===== src/rtl/core/phcp_pkg.sv =====
// Shared types, widths and codes for the page home-core placement policy block.
package phcp_pkg;

	localparam int PAGE_W        = 10;
	localparam int COUNT_W       = 32;
	localparam int CORE_W        = 6;
	localparam int MODE_W        = 2;
	localparam int SHIFT_W       = 5;
	localparam int PLACE_W       = 2;
	localparam int CFG_IDX_W     = 4;
	localparam int CFG_DATA_W    = 5;
	localparam int NUM_CORES_DEF = 64;

	localparam int S_TDATA_W = 48;
	localparam int M_TDATA_W = 24;

	localparam logic [CFG_IDX_W-1:0] REG_POLICY_MODE     = 4'd0;
	localparam logic [CFG_IDX_W-1:0] REG_DOMINANCE_SHIFT = 4'd1;

	localparam logic [MODE_W-1:0] MODE_HASH_ALL = 2'd0;
	localparam logic [MODE_W-1:0] MODE_HOTTEST  = 2'd1;
	localparam logic [MODE_W-1:0] MODE_DOMINATE = 2'd2;

	localparam logic [MODE_W-1:0]  MODE_RESET  = MODE_DOMINATE;
	localparam logic [SHIFT_W-1:0] SHIFT_RESET = 5'd1;

	typedef enum logic [PLACE_W-1:0] {
		PLACE_NONE = 2'd0,
		PLACE_HASH = 2'd1,
		PLACE_HOME = 2'd2
	} place_t;

	typedef struct packed {
		logic               fire;
		logic [PAGE_W-1:0]  page;
		logic [COUNT_W-1:0] best;
		logic [CORE_W-1:0]  core;
		logic [COUNT_W-1:0] total;
	} page_sum_t;

endpackage


===== src/rtl/core/phcp_accum.sv =====
// Input register and per-page running maximum, hottest core and total.
module phcp_accum import phcp_pkg::*; #(
	parameter int NUM_CORES = NUM_CORES_DEF
) (
	input  logic               clk,
	input  logic               arst_n,
	input  logic               in_valid,
	output logic               in_ready,
	input  logic [PAGE_W-1:0]  in_page,
	input  logic [COUNT_W-1:0] in_count,
	input  logic               slot_free,
	output page_sum_t          sum,
	output logic               busy
);

	localparam int POS_W = (NUM_CORES > 1) ? $clog2(NUM_CORES) : 1;
	localparam logic [POS_W-1:0] LAST_POS = POS_W'(NUM_CORES - 1);

	logic               valid_s1;
	logic [PAGE_W-1:0]  page_s1;
	logic [COUNT_W-1:0] count_s1;

	logic [POS_W-1:0]   pos_q;
	logic [COUNT_W-1:0] best_q;
	logic [POS_W-1:0]   core_q;
	logic [COUNT_W-1:0] total_q;

	logic               last;
	logic               advance;
	logic               take;
	logic [COUNT_W-1:0] cand_best;
	logic [POS_W-1:0]   cand_core;
	logic [COUNT_W-1:0] cand_total;

	assign last       = (pos_q == LAST_POS);
	assign advance    = valid_s1 && (!last || slot_free);
	assign in_ready   = !valid_s1 || advance;
	assign busy       = valid_s1;
	assign take       = (count_s1 > best_q);
	assign cand_best  = take ? count_s1 : best_q;
	assign cand_core  = take ? pos_q : core_q;
	assign cand_total = total_q + count_s1;

	always_comb begin
		sum.fire  = advance && last;
		sum.page  = page_s1;
		sum.best  = cand_best;
		sum.core  = CORE_W'(cand_core);
		sum.total = cand_total;
	end

	always_ff @(posedge clk or negedge arst_n) begin
		if (!arst_n) begin
			valid_s1 <= 1'b0;
		end else if (in_ready) begin
			valid_s1 <= in_valid;
		end
	end

	always_ff @(posedge clk) begin
		if (in_valid && in_ready) begin
			page_s1  <= in_page;
			count_s1 <= in_count;
		end
	end

	always_ff @(posedge clk or negedge arst_n) begin
		if (!arst_n) begin
			pos_q   <= '0;
			best_q  <= '0;
			core_q  <= '0;
			total_q <= '0;
		end else if (advance) begin
			if (last) begin
				pos_q   <= '0;
				best_q  <= '0;
				core_q  <= '0;
				total_q <= '0;
			end else begin
				pos_q   <= pos_q + POS_W'(1);
				best_q  <= cand_best;
				core_q  <= cand_core;
				total_q <= cand_total;
			end
		end
	end

endmodule


===== src/rtl/core/phcp_decide.sv =====
// Placement decision and output register.
module phcp_decide import phcp_pkg::*; (
	input  logic               clk,
	input  logic               arst_n,
	input  page_sum_t          sum,
	input  logic [MODE_W-1:0]  policy_mode,
	input  logic [SHIFT_W-1:0] dominance_shift,
	output logic               slot_free,
	output logic               out_valid,
	input  logic               out_ready,
	output logic [PAGE_W-1:0]  page_out,
	output logic [PLACE_W-1:0] placement,
	output logic [CORE_W-1:0]  home_core
);

	place_t             place;
	logic [COUNT_W-1:0] limit;
	logic               out_valid_q;
	logic [PAGE_W-1:0]  page_q;
	place_t             place_q;
	logic [CORE_W-1:0]  home_q;

	assign limit     = sum.total >> dominance_shift;
	assign slot_free = !out_valid_q || out_ready;

	always_comb begin
		case (policy_mode)
			MODE_HASH_ALL: place = PLACE_HASH;
			MODE_HOTTEST:  place = (sum.best != '0) ? PLACE_HOME : PLACE_NONE;
			default: begin
				if (sum.best == '0) begin
					place = PLACE_NONE;
				end else if (sum.best < limit) begin
					place = PLACE_HASH;
				end else begin
					place = PLACE_HOME;
				end
			end
		endcase
	end

	always_ff @(posedge clk or negedge arst_n) begin
		if (!arst_n) begin
			out_valid_q <= 1'b0;
		end else if (slot_free) begin
			out_valid_q <= sum.fire;
		end
	end

	always_ff @(posedge clk) begin
		if (sum.fire && slot_free) begin
			page_q  <= sum.page;
			place_q <= place;
			home_q  <= (place == PLACE_HOME) ? sum.core : '0;
		end
	end

	assign out_valid = out_valid_q;
	assign page_out  = page_q;
	assign placement = place_q;
	assign home_core = home_q;

endmodule


===== src/rtl/core/page_home_core_placement_policy_top.sv =====
// Page home-core placement policy: top level with configuration registers.
//
// Input stream s_axis carries one access count per beat, cores in order
// 0 .. NUM_CORES-1 for each page. After the beat of the last core the block
// emits one beat on m_axis with the page's placement: 0 no change, 1 hash,
// 2 home on the hottest core (lowest index on ties) given in home_core.
// Configuration writes go through the cfg channel (index 0 policy_mode,
// index 1 dominance_shift, other indexes ignored); cfg_ready is always high.
// Write registers only while no page is in flight.
// Throughput: one count beat per cycle while the final beat of a page is not held
// by a stalled output, set by the combinational compare and add of the accumulator.
// The last core's beat passes the input register, then the output register, to m_axis.
// When m_axis stalls, the output register holds its beat; count beats of
// non-final cores still flow, and only the final beat of the next page waits.
// Reset clears the accumulators and all valid flags, and sets policy_mode to
// dominance test and dominance_shift to 1.
module page_home_core_placement_policy_top import phcp_pkg::*; #(
	parameter int NUM_CORES = NUM_CORES_DEF
) (
	input  logic                  clk,
	input  logic                  arst_n,
	input  logic                  s_axis_tvalid,
	output logic                  s_axis_tready,
	input  logic [S_TDATA_W-1:0]  s_axis_tdata,  // [9:0] page_number, [41:10] access_count
	output logic                  m_axis_tvalid,
	input  logic                  m_axis_tready,
	output logic [M_TDATA_W-1:0]  m_axis_tdata,  // [9:0] page_out, [11:10] placement, [17:12] home_core
	input  logic                  cfg_valid,
	output logic                  cfg_ready,
	input  logic [CFG_IDX_W-1:0]  cfg_index,
	input  logic [CFG_DATA_W-1:0] cfg_data
);

	logic [MODE_W-1:0]  mode_q;
	logic [SHIFT_W-1:0] shift_q;
	page_sum_t          sum;
	logic               slot_free;
	logic               busy;
	logic [PAGE_W-1:0]  page_out;
	logic [PLACE_W-1:0] placement;
	logic [CORE_W-1:0]  home_core;

	assign cfg_ready = 1'b1;

	always_ff @(posedge clk or negedge arst_n) begin
		if (!arst_n) begin
			mode_q  <= MODE_RESET;
			shift_q <= SHIFT_RESET;
		end else if (cfg_valid && cfg_ready) begin
			case (cfg_index)
				REG_POLICY_MODE:     mode_q  <= cfg_data[MODE_W-1:0];
				REG_DOMINANCE_SHIFT: shift_q <= cfg_data[SHIFT_W-1:0];
				default: ;
			endcase
		end
	end

	phcp_accum #(
		.NUM_CORES(NUM_CORES)
	) u_accum (
		.clk      (clk),
		.arst_n   (arst_n),
		.in_valid (s_axis_tvalid),
		.in_ready (s_axis_tready),
		.in_page  (s_axis_tdata[PAGE_W-1:0]),
		.in_count (s_axis_tdata[PAGE_W+COUNT_W-1:PAGE_W]),
		.slot_free(slot_free),
		.sum      (sum),
		.busy     (busy)
	);

	phcp_decide u_decide (
		.clk            (clk),
		.arst_n         (arst_n),
		.sum            (sum),
		.policy_mode    (mode_q),
		.dominance_shift(shift_q),
		.slot_free      (slot_free),
		.out_valid      (m_axis_tvalid),
		.out_ready      (m_axis_tready),
		.page_out       (page_out),
		.placement      (placement),
		.home_core      (home_core)
	);

	assign m_axis_tdata = {(M_TDATA_W - PAGE_W - PLACE_W - CORE_W)'(0), home_core, placement,
		page_out};

`ifndef SYNTHESIS
	a_ready_low_busy: assert property (@(posedge clk) disable iff (!arst_n)
		!s_axis_tready |-> busy && !slot_free)
		else $error("input stalled without a pending final beat");

	a_home_only_home: assert property (@(posedge clk) disable iff (!arst_n)
		m_axis_tvalid && placement != PLACE_HOME |-> home_core == '0)
		else $error("home_core nonzero without home placement");

	a_place_legal: assert property (@(posedge clk) disable iff (!arst_n)
		m_axis_tvalid |-> placement == PLACE_NONE || placement == PLACE_HASH ||
			placement == PLACE_HOME)
		else $error("illegal placement code");

	a_fire_loads: assert property (@(posedge clk) disable iff (!arst_n)
		sum.fire |=> m_axis_tvalid && page_out == $past(sum.page))
		else $error("final beat did not reach the output register");
`endif

endmodule


===== config.mk =====
export PLATFORM = sky130hd
export DESIGN_NAME = page_home_core_placement_policy_top
export DESIGN_NICKNAME = d
export VERILOG_FILES = /design/src/rtl/core/phcp_pkg.sv /design/src/rtl/core/phcp_accum.sv /design/src/rtl/core/phcp_decide.sv /design/src/rtl/core/page_home_core_placement_policy_top.sv
export SDC_FILE = /design/constraint.sdc
export NUM_CORES = 1
export LEC_CHECK = 0
export BUFFER_PORTS_ARGS = -buffer_cell sky130_fd_sc_hd__buf_2
export CORE_MARGIN = 1.5
export CORE_UTILIZATION = 30
export DETAILED_ROUTE_END_ITERATION = 7
export GPL_TIMING_DRIVEN = 1
export PLACE_DENSITY = 0.51
export SYNTH_ARGS = -nofsm -noshare
export SYNTH_HDL_FRONTEND = slang
export SYNTH_HIERARCHICAL = 1
export SYNTH_SLANG_ARGS = --single-unit

===== constraint.sdc =====
create_clock -name clk -period 5.16 [get_ports clk]
set_input_delay 0.258 -clock clk [delete_from_list [all_inputs] [get_ports clk]]
set_output_delay 0.258 -clock clk [all_outputs]
set_load 0.01 [all_outputs]

* Word level (Yosys, flattened, before mapping)
Index checks and enable logic that the tools add are counted. Widths: inputs -> output; s select.
Storage, ports and cells: flip-flop bits (word level) 145, output and inout port bits 27
Operators by class: add/sub/neg operators 2, magnitude comparators 2, equal/unequal tests 4, shift-type cells 1, muxes and demuxes 10, reduce and logical (&&, ||, !) cells 16
Operators with widths (number):
- $mux 32 | 3
- $add 32x32->32 | 1
- $gt 32x32->1 | 1
- $logic_not 32->1 | 1
- $lt 32x32->1 | 1
- $reduce_bool 32->1 | 1
- $shr 32x5->32 | 1
- $mux 6 | 3
- $add 6x1->6 const B | 1
- $eq 6x6->1 const B | 1
- $mux 2 | 3
- $eq 4x1->1 const B | 1
- $logic_and 1x1->1 | 4
- $logic_not 4->1 | 1
- $pmux 2 s2 | 1
- $reduce_and 2->1 | 2
- $logic_not 1->1 | 3
- $logic_or 1x1->1 | 3
- $eq 2x1->1 const B | 1
- $eq 2x2->1 const B | 1
- $logic_not 2->1 | 1

* Depth between registers and ports, before layout
word-level depth 7, depth in mapped cells 23, depth with buffers taken out 23

* Hierarchy
The synthesis kept the hierarchy.
Modules (own cells, without submodules):
- phcp_accum | times used 1, cells each 644, area an instance 6897.9 um^2, sequential area each 3188.1 um^2
- phcp_decide | times used 1, cells each 344, area an instance 3110.5 um^2, sequential area each 565.5 um^2
- page_home_core_placement_policy_top | times used 1, cells each 26, area an instance 377.9 um^2, sequential area each 177.7 um^2

* Worst setup path before layout
No wires, ideal clock.
path kind reg-to-reg, start point register u_accum.count_s1[12], end point register u_decide.home_q[0] (netlist: u_decide/home_core[0]) (data pin), data arrival time 4.951 ns, slack -0.061 ns, cell stages (with the launch flop) 21, path buffers 0, period minus slack after synthesis 5.221 ns, path through edfxtp_1 ha_1 and2_1 nand2_1 or3_1 o21a_1 or4_4 a21oi_2 a221oi_2 xnor2_1 mux2i_1 mux2_2 o22ai_1 a21oi_1 o21a_1 ha_1 a2111oi_0 o221a_1 a2111oi_4 nor4b_4 nor2_1
RTL lines:
- from (decl) | RTL line phcp_accum.sv:21 | logic [COUNT_W-1:0] count_s1;
- from (signal assigned) | RTL line phcp_accum.sv:63 | count_s1 <= in_count;
- to (signal assigned) | RTL line phcp_decide.sv:54 | home_q <= (place == PLACE_HOME) ? sum.core : '0;
- to (decl) | RTL line phcp_decide.sv:21 | logic [CORE_W-1:0] home_q;

==> reports/results.txt <==
count leader, synth -> nand2_1
layout net count -> 1480
P&R area growth vs syn -> 38.0%
antenna viol nets, final -> 0
Mapped Avg Cell Area -> 10.2 um2
WL per Instance -> 17.6 um
largest net degree at the start of global routing -> 53
CTS tree -> yes
Synth area leader -> dfrtp_1
Rel. slew slack -> 0.398
Compound-Gate Fraction of Synth Area -> 0.207
Vias/cell -> 5.09
I/O pin total -> 89
Synth Area in XOR/XNOR -> 0.0261
WL final -> 31300 um
post-synth top area share -> 0.200
cts bufs inserted -> 17
Final WS setup -> -0.297 ns
status -> finished, violations left
Critical Path RT -> 5.37 ns
RSZ-0062 raised after global routing -> true
Post-Place Worst Slack -> -0.786 ns
sequential power share -> 0.170
Power Dens Cells -> 758 nW/um2
async set-reset flop share out of synthesis -> 0.586
TritonRoute pass-1 iters -> 5
Top FF cell, synth -> dfrtp_1
Final GP Congestion -> 0.890
worst-margin pin slew -> 0.903 ns
Synth Area in Simple Gates -> 0.117
global route overflow -> 0
Die Footprint -> 35700 um2
Clock transition at path regs -> 0.07 ns
diode count -> 0
Post-synth top cells -> 98 x nand2_1, 95 x ha_1, 83 x dfrtp_1
crit path capture type -> register
first-pass GRT wire length -> 49800 um
number of synthesized flops with an enable pin -> 60
Final setup viols -> 8
sequential element share of the synthesized area -> 0.379
Sw Share -> 0.422
Root Driver -> clkbuf_16
worst vdd ir -> 0.398 mV
FP Rows -> 67
failing checks -> setup timing
Post-route DRC -> 0
YS warnings -> 6
post-synthesis cell count -> 1014
Port Buffers -> 75
WHS -> 0.0573 ns
combinational fraction of design power -> 0.710
switching power -> 4580 uW
Die X -> 189 um
CP max FO -> 7
initial antenna violation count -> 0
vias post-DR -> 9084
worst path arrival time -> 5.67 ns
clock skew -> 0.0138 ns
Crit Path Category -> reg2reg
worst skew pair latency -> 0.46 ns
Synth Area in Adders -> 0.116
Util after Layout -> 0.424
Total GRT Usage -> 0.180
share of synthesized area spent on multiplexers -> 0.109
share of layout cells above drive strength 1 -> 0.361
core area -> 33800 um2
clk buf depth -> 2
Num Clock Sinks -> 145
max-slew violations -> 0
starting density of the core -> 0.307
clock network fraction of total power -> 0.120
top cells by area, synth -> dfrtp_1 20%, edfxtp_1 17%, ha_1 11%
distinct cell type count after synthesis -> 83
Tcrit/Tclk final -> 1.06
Syn Std Cell Area -> 10400 um2
main combinational cell family by area after synthesis -> compound AO/OA/AOI/OAI gates
Int Power -> 6280 uW
final HPWL from detailed placement -> 23200 um
fmax -> 183 MHz
final hold vios -> 0
Die H -> 189 um
Max Cap Viol -> 0
Worst setup SP type -> register
#FFs+latches synth -> 145
Leak -> 0.00641 uW
class of the worst hold path -> in2reg
Final min period -> 5.46 ns
number of H-tree levels -> 4
number of global-route vias before repair -> 8994
initial DRC count -> 593
## sequential cells by signal, summed over array words and instances (netlist names), 2 cells and up
signal              count
mode_q                  2
shift_q                 5
u_accum/best_q         32
u_accum/core_q          6
u_accum/count_s1       32
u_accum/page_s1        10
u_accum/pos_q           6
u_accum/total_q        32
u_decide/home_core      6
u_decide/page_out      10
u_decide/placement      2
## layout by cell type (no fill, tap or decap), types with 6 or more instances in the layout
cell / synthesis / final
nand2b_1: 8 / 8
inv_1: 46 / 45
a21o_1: 27 / 27
xor2_1: 8 / 6
a21oi_2: 1 / 6
mux2_4: 5 / 10
buf_2: 7 / 74
a22o_1: 73 / 72
conb_1: 2 / 7
edfxtp_1: 60 / 60
xnor2_1: 23 / 19
mux2i_1: 36 / 25
nand4_1: 20 / 20
buf_4: 10 / 217
nor4_1: 13 / 12
o21a_1: 10 / 8
a21oi_1: 59 / 53
nor2_1: 50 / 45
dlygate4sd3_1: 0 / 44
mux2i_2: 0 / 11
ha_4: 0 / 12
o21ai_0: 61 / 58
clkbuf_16: 0 / 17
nand3_1: 12 / 9
mux4_2: 18 / 18
nor3_1: 7 / 6
dfrtp_1: 83 / 81
mux2_2: 25 / 21
o211ai_1: 9 / 9
nand2_1: 98 / 95
ha_1: 95 / 81
a211oi_1: 10 / 6
## path summary, 6_finish.rpt
| path | cells after the start | slack [ns] | to | start |
|---|---|---|---|---|
| setup / recovery | 23 | -0.30 | u_decide/home_core[0]$_SDFFCE_PP0P_ | u_accum/count_s1[12]$_DFFE_PP_ |
| hold / removal | 2 | 0.06 | shift_q[0]$_DFFE_PN1P_ | cfg_data[0] |
| setup reg to reg | 23 | -0.30 | u_decide/home_core[0]$_SDFFCE_PP0P_ | u_accum/count_s1[12]$_DFFE_PP_ |
| hold reg to reg | 0 | 0.42 | u_decide/page_out[3]$_DFFE_PP_ | u_accum/page_s1[3]$_DFFE_PP_ |
| max in group asynchronous | 3 | 3.72 | u_accum/core_q[5]$_DFFE_PN0P_ | arst_n |
| min in group asynchronous | 2 | 0.34 | u_decide/out_valid$_DFFE_PN0N_ | arst_n |
## stage by stage
| step | total power [uW] | instances | area, um2 | setup TNS (ns) |
|---|---|---|---|---|
| after global routing | 11700 | 1783 | 14300 | -3.81 |
| after detailed placement | 8510 | 1668 | 12500 | -6.12 |
| after global placement | 8490 | 1668 | 12500 | -4.87 |
| after floorplan | 5850 | 1019 | 10500 | 0 |
| after CTS | 10300 | 1760 | 13900 | -3.15 |
| final | 10900 | 1783 | 14300 | -2.28 |
## power by group through the flow
| stage | combinational, uW | sequential [uW] | clock [uW] |
|---|---|---|---|
| after floorplan | 4110 | 1730 | 0 |
| after global placement | 6640 | 1850 | 0 |
| after detailed placement | 6660 | 1840 | 0 |
| after CTS | 7170 | 1840 | 1340 |
| after global routing | 8410 | 1890 | 1390 |
| final | 7710 | 1850 | 1300 |
## worst max-delay path, stage by stage, from the launching register on
cell and delay, ns:
edfxtp_1 0.45, ha_4 0.30, and2_4 0.14, nand2_1 0.07, or3_1 0.38, o21a_4 0.25
or4_4 0.56, a21bo_4 0.26, xnor2_4 0.14, buf_6 0.13, mux4_2 0.50, nand2_1 0.09
o21a_1 0.18, mux2i_1 0.12, buf_4 0.18, a21oi_1 0.19, ha_1 0.29, a21oi_1 0.16
o21ai_1 0.10, nand3_2 0.09, nand3_2 0.08, nor4b_4 0.33, buf_6 0.18, nor2_1 0.05
## area by class of cell
type,count,area [um2]
Fill cell,3254,19500
Multi-Input combinational cell,769,6530
Sequential cell,145,3930
Timing Repair Buffer,341,2520
Tap cell,448,561
Clock buffer,17,425
Clock inverter,15,185
Inverter,48,180
## what timing repair did
item,CTS,global route
endpoints found under the setup margin,8,8
setup buffers,16,23
endpoints found under the hold margin,74,0
pin swaps,33,52
gates resized for setup,42,49
hold buffers,44,0
## logic make-up after synthesis
group | Yosys count
other | 2
AOI/OAI and AO/OA | 304
adders and majority gates | 96
and+or+nand+nor | 246
xor gates and xnor gates | 31
buffers and inverters | 105
DFF | 145
muxes | 85
## routing by layer
metal / up-vias / GRT usage / part of all wire
li1: 4444 / - / -
met1: 4414 / 0.251 / 0.49
met2: 204 / 0.287 / 0.46
met3: 22 / 0.0315 / 0.039
met4: 0 / 0.0458 / 0.010
met5: - / 0 / 0
No activity file was read; power rests on OpenSTA's default activity.
